**src/rtl/gpms_pkg.sv**
```systemverilog
// Shared types, constants and helper functions for the greedy point-match scorer.
// Used by gpms_ctrl, gpms_datapath and greedy_point_match_scoring; depends on nothing.
`default_nettype none

package gpms_pkg;

    // Store size and coordinate format (signed Q7.16 metres).
    localparam int PRED_DEPTH = 256;
    localparam int COORD_BITS = 24;

    // Field widths.
    localparam int MODE_W = 2;
    localparam int OID_W  = 8;
    localparam int TOL_W  = 23;
    localparam int NOBJ_W = 9;
    localparam int FRM_W  = 9;
    localparam int FN_W   = 16;
    localparam int TOT_W  = 32;

    // Derived widths.
    localparam int AW      = (PRED_DEPTH > 1) ? $clog2(PRED_DEPTH) : 1;
    localparam int CNT_W   = $clog2(PRED_DEPTH + 1);
    localparam int CNTX_W  = (CNT_W > FRM_W) ? CNT_W : FRM_W;
    localparam int CMP_W   = (COORD_BITS > TOL_W) ? COORD_BITS : TOL_W;
    localparam int SQ_W    = 2 * TOL_W;
    localparam int SUM_W   = SQ_W + 2;
    localparam int CFG_W   = (TOL_W > NOBJ_W) ? TOL_W : NOBJ_W;
    localparam int CFG_IDX_W = 1;

    localparam int IN_BITS      = OID_W + 3 * COORD_BITS;
    localparam int IN_DATA_W    = ((IN_BITS + 7) / 8) * 8;
    localparam int OUT_BITS     = 2 * FRM_W + FN_W + 3 * TOT_W + 1;
    localparam int OUT_DATA_W   = ((OUT_BITS + 7) / 8) * 8;

    // Saturation limits and reset values of the configuration registers.
    localparam logic [FRM_W-1:0]  FRM_MAX    = '1;
    localparam logic [FN_W-1:0]   FN_MAX     = '1;
    localparam logic [TOL_W-1:0]  TOL_RESET  = TOL_W'(4588);
    localparam logic [NOBJ_W-1:0] NOBJ_RESET = NOBJ_W'(2);

    // Request kinds carried in tuser.
    typedef enum logic [MODE_W-1:0] {
        MODE_PRED  = 2'd0,
        MODE_GT    = 2'd1,
        MODE_EOF   = 2'd2,
        MODE_CLEAR = 2'd3
    } t_mode;

    // Configuration register indexes.
    typedef enum logic [CFG_IDX_W-1:0] {
        CFG_TOLERANCE   = 1'b0,
        CFG_NUM_OBJECTS = 1'b1
    } t_cfg_idx;

    // One point; x sits in the lowest bits.
    typedef struct packed {
        logic signed [COORD_BITS-1:0] z;
        logic signed [COORD_BITS-1:0] y;
        logic signed [COORD_BITS-1:0] x;
    } t_point;

    // One result; frame_true_pos sits in the lowest bits.
    typedef struct packed {
        logic              overflow;
        logic [TOT_W-1:0]  total_false_pos;
        logic [TOT_W-1:0]  total_false_neg;
        logic [TOT_W-1:0]  total_true_pos;
        logic [FRM_W-1:0]  frame_false_pos;
        logic [FN_W-1:0]   frame_false_neg;
        logic [FRM_W-1:0]  frame_true_pos;
    } t_result;

    // Commands from the controller to the datapath.
    typedef struct packed {
        logic store_pred;
        logic scan_start;
        logic scan_run;
        logic end_frame;
        logic clear_totals;
    } t_cmd;

    // Status from the datapath to the controller.
    typedef struct packed {
        logic scan_done;
        logic gt_counted;
        logic out_free;
    } t_status;

    // Magnitude of the difference of two coordinates.
    function automatic logic [COORD_BITS-1:0] abs_diff(
        input logic [COORD_BITS-1:0] a,
        input logic [COORD_BITS-1:0] b
    );
        logic [COORD_BITS:0] d;
        logic [COORD_BITS:0] nd;
        d  = {a[COORD_BITS-1], a} - {b[COORD_BITS-1], b};
        nd = ~d + 1'b1;
        return d[COORD_BITS] ? nd[COORD_BITS-1:0] : d[COORD_BITS-1:0];
    endfunction

    // Clamp a store-sized count to a frame count field.
    function automatic logic [FRM_W-1:0] sat_frame(input logic [CNT_W-1:0] v);
        logic [CNTX_W-1:0] w;
        w = CNTX_W'(v);
        return (w > CNTX_W'(FRM_MAX)) ? FRM_MAX : w[FRM_W-1:0];
    endfunction

    // Saturating add for the running totals.
    function automatic logic [TOT_W-1:0] sat_add(
        input logic [TOT_W-1:0] a,
        input logic [TOT_W-1:0] b
    );
        logic [TOT_W:0] s;
        s = {1'b0, a} + {1'b0, b};
        return s[TOT_W] ? {TOT_W{1'b1}} : s[TOT_W-1:0];
    endfunction

endpackage

`default_nettype wire

```
**src/rtl/gpms_ctrl.sv**
```systemverilog
// Controller of the point-match scorer: request acceptance and the scan state machine.
// Depends on gpms_pkg; drives the command struct consumed by gpms_datapath.
`default_nettype none

module gpms_ctrl (
    input  wire                           i_clk,
    input  wire                           i_rst_n,
    input  wire                           i_s_axis_tvalid,
    input  wire  [gpms_pkg::MODE_W-1:0]   i_mode,
    input  gpms_pkg::t_status             i_status,
    output logic                          o_s_axis_tready,
    output gpms_pkg::t_cmd                o_cmd
);

    typedef enum logic [1:0] {
        S_IDLE = 2'b01,
        S_SCAN = 2'b10
    } t_state;

    t_state          r_state;
    t_state          n_state;
    gpms_pkg::t_mode w_mode;
    logic            w_accept;

    assign w_mode = gpms_pkg::t_mode'(i_mode);

    // An end-of-frame request waits until the result register can take it.
    assign o_s_axis_tready = (r_state == S_IDLE) &&
                             ((w_mode != gpms_pkg::MODE_EOF) || i_status.out_free);
    assign w_accept = i_s_axis_tvalid && o_s_axis_tready;

    // Decode accepted requests into datapath commands.
    always_comb begin
        o_cmd              = '0;
        o_cmd.scan_run     = (r_state == S_SCAN);
        if (w_accept) begin
            unique case (w_mode)
                gpms_pkg::MODE_PRED:  o_cmd.store_pred   = 1'b1;
                gpms_pkg::MODE_GT:    o_cmd.scan_start   = i_status.gt_counted;
                gpms_pkg::MODE_EOF:   o_cmd.end_frame    = 1'b1;
                gpms_pkg::MODE_CLEAR: o_cmd.clear_totals = 1'b1;
            endcase
        end
    end

    // Next state: a counted ground-truth point starts a scan of the store.
    always_comb begin
        n_state = r_state;
        unique case (r_state)
            S_IDLE: begin
                if (o_cmd.scan_start) begin
                    n_state = S_SCAN;
                end
            end
            S_SCAN: begin
                if (i_status.scan_done) begin
                    n_state = S_IDLE;
                end
            end
            default: n_state = S_IDLE;
        endcase
    end

    always_ff @(posedge i_clk) begin
        if (!i_rst_n) begin
            r_state <= S_IDLE;
        end else begin
            r_state <= n_state;
        end
    end

endmodule

`default_nettype wire

```
**config.mk**
```make
export PLATFORM = sky130hd
export DESIGN_NAME = gpms_ctrl
export DESIGN_NICKNAME = d
export VERILOG_FILES = /design/src/rtl/gpms_pkg.sv /design/src/rtl/gpms_ctrl.sv
export SDC_FILE = /design/constraint.sdc
export NUM_CORES = 1
export LEC_CHECK = 0
export BUFFER_PORTS_ARGS = -buffer_cell sky130_fd_sc_hd__clkbuf_2
export CORE_AREA = 2 2 39 41
export DETAILED_ROUTE_END_ITERATION = 12
export DIE_AREA = 0 0 41 43
export GPL_TIMING_DRIVEN = 0
export RECOVER_POWER = 50
export SYNTH_ARGS = -nofsm -noshare
export SYNTH_HDL_FRONTEND = slang
export SYNTH_SLANG_ARGS = --single-unit
```
**constraint.sdc**
```tcl
create_clock -name i_clk -period 1.05 [get_ports i_clk]
set_clock_uncertainty 0.1 [all_clocks]
set_input_delay 0.105 -clock i_clk [delete_from_list [all_inputs] [get_ports i_clk]]
set_output_delay 0.105 -clock i_clk [all_outputs]
set_load 0.05 [all_outputs]
```
==> summary.txt <==
Clocking
  • CTS tree: built
  • Htree depth: 1
  • CTS clk-pin slew, worst paths: around 0.030 ns
  • Max Buffers Root-to-Sink: 2
  • Root Buffer: clkbuf_4
  • Worst-Skew Late Latency: roughly 0.23 ns
  • TritonCTS buffer count: 3
  • # clock sinks: 2

Yosys
  • YS warnings: 0
  • Synthesis-stage register bit count: 2
  • Mapped Area: 145 sq um
  • Syn Area/Cell: 10.4 sq um
  • Synthesized net count: 22
  • Synth unique cells: 9
  • Sequential element share of the synthesized area: 27.6%
  • Syn Inst Count: 14

Final layout
  • Net count, final: 44
  • Area occupied by multi-input gates: around 150 sq um
  • Reg with most FFs: r_state
  • Share of cells above drive strength 1: around nine tenths
  • Area grow syn2layout: 172%
  • Max reg flops: 2
  • Seq. cell area: between 40 and 50 sq um
  • Top flop regs: r_state (2)
  • Final Util: 28.6%
  • Inserted Diodes: 0
  • Fill cells: 150

Floorplanning
  • Die Ht: between 40 and 50 um
  • Die area: 1760 sq um
  • Die width: between 40 and 50 um
  • Core footprint: 1380 sq um
  • IO Pins: 14
  • # rows: 14
  • Initial core utilization: between 10% and 20%

Drt
  • WL final: around 590 um
  • DRT iter0 DRCs: 1
  • DR vias/cell: 4.24
  • DRC Markers: 0
  • WL per Instance: ~12 um
  • Final ANT Viol Nets: 0
  • DR vias: around 210
  • 1st-pass router iterations: 2

GRT
  • Largest net degree at the start of global routing: 7
  • First-pass GRT wire length: a little over 800 um
  • Tot GR Track Use: roughly 7.5%
  • Vias in the first global route: 180
  • Remaining Overflow, GRT: 0
  • Antenna violations before repair: 0

Pwr
  • Gate power share: around 31%
  • Design Power: 366 uW
  • Sequential Power Share: 21.5%
  • Peak VDD IR: between 0.4 and 0.5 mV
  • Clock power frac: 47.9%
  • Leakage power: approximately 0.18 nW
  • Int Pwr: between 200 and 300 uW
  • PD cells: between 900 and 1000 nW/um^2
  • Net Sw Frac: approximately 30%
  • Psw: about 110 uW

Critical path
  • Launch point of the worst reg-to-reg path: r_state[0]
  • Startpoint types: flip-flop
  • Setup crit start: r_state[1]
  • Worst Setup End Kind: primary output
  • Data arrival, critical path: about 1.2 ns
  • Setup CP Type: flip-flop to primary output
  • Crit path max fanout: 5
  • Worst EP required: 0.84 ns

Placement
  • GPL Wtd Cong: roughly 0.64
  • Dpl hpwl: 395 um
  • Buffers on Ports: 13

Timing
  • RSZ-0062 raised after global routing: yes
  • Final Max Slew Viols: 0
  • Fin crit period: 1.39 ns
  • FMAX: between 700 and 800 MHz
  • Worst setup margin: -0.343 ns
  • Endpoints failing setup: 7
  • Share of the clock period used by the worst path: 133%
  • Final Hold Violating Endpoints: 0
  • Worst-Margin Slew: roughly 0.38 ns
  • Slew headroom: 74.9%

Hold path
  • Worst Min Path Start: i_rst_n
  • Worst Hold Class: input port to flip-flop

Run
  • MaxCap Viol Count: 0

Status
  • Status: complete, but fails checks
  • Failing checks: setup timing
## cell families after synthesis
kind of cell | count (synthesis) | share of synthesized area, %
and+or+nand+nor | 10 | 61.2
AOI/OAI and AO/OA | 2 | 11.2
DFF | 2 | 27.6
## cells in the mapped netlist, drive strengths merged
cell type | count | share of area, %
a22o | 1 | 6.0
dfxtp | 2 | 28
nor2b | 1 | 4.3
nor3b | 4 | 24
a22oi | 1 | 5.2
and3 | 1 | 5.2
and4b | 3 | 21
and3b | 1 | 6.9
## layer usage
layer  routed length (um)  part of all wire, %  GRT usage (%)  up-vias
met5                    0                    0              0        -
met1                  240                   41           9.55       97
met2                  259                   44           8.13       15
met4                   11                  1.9           6.00        0
li1                     -                    -              -       98
met3                   78                   13           5.24        2
## worst max-delay path, stage by stage (launching register included)
cell and delay (ns):
dfxtp_2 0.30, and3b_2 0.26, and4b_2 0.25, buf_8 0.15
## stage by stage
step	setup TNS, ns	cell area (sq um)	setup WS, ns	std cells	hold slack [ns]
after floorplan	-0.726	163	-0.223	14	0.119
after detailed placement	-0.975	248	-0.261	43	0.245
after CTS	-1.78	349	-0.363	49	0.0236
after global placement	-0.968	248	-0.276	43	0.236
final	-1.66	395	-0.343	50	0.0407
after global routing	-1.97	395	-0.389	50	0.0478
## power groups by stage
| stage | clock network (mW) | registers (mW) | logic (mW) |
|---|---|---|---|
| 2_1_floorplan | 0 | 0.0799 | 0.0475 |
| 3_3_place_gp | 0 | 0.0802 | 0.0762 |
| 3_5_place_dp | 0 | 0.0802 | 0.0772 |
| 4_1_cts | 0.188 | 0.0789 | 0.0978 |
| 5_1_grt | 0.196 | 0.0788 | 0.118 |
| 6_report | 0.176 | 0.0788 | 0.112 |
## timing repair
action,in CTS,in global routing
setup endpoints to repair,6,8
gates resized for setup,13,12
pin swaps,3,2
hold endpoints to repair,1,0
hold buffers,1,0
buffers inserted,2,1
## cells in the final DEF, fill, tap and decap left out
cell type and n:
clkbuf_4 3, nor2b_4 1, nor3b_1 1, nor3b_4 3, and3b_2 1, and4b_2 2
and4b_1 1, a22o_1 1, buf_6 1, dlygate4sd3_1 1, and3_2 1, dfxtp_2 2
buf_8 6, buf_4 2, clkbuf_2 7, a22oi_2 1
## path summary, 6_finish.rpt
check | end | slack [ns] | cells past startpoint
worst max register to register | r_state[1] | -0.05 | 3
worst min register to register | r_state[0] | 0.59 | 3
worst min-delay path | r_state[1] | 0.04 | 2
worst max-delay path | o_cmd[1] | -0.34 | 3
## cell type report
cell class	instances	area share [%]
Timing Repair Buffer	17	40.8
Tap cell	16	5.06
Multi-Input combinational cell	12	37.7
Sequential cell	2	10.8
Clock buffer	3	5.70
No activity file was read; power rests on OpenSTA's default activity.
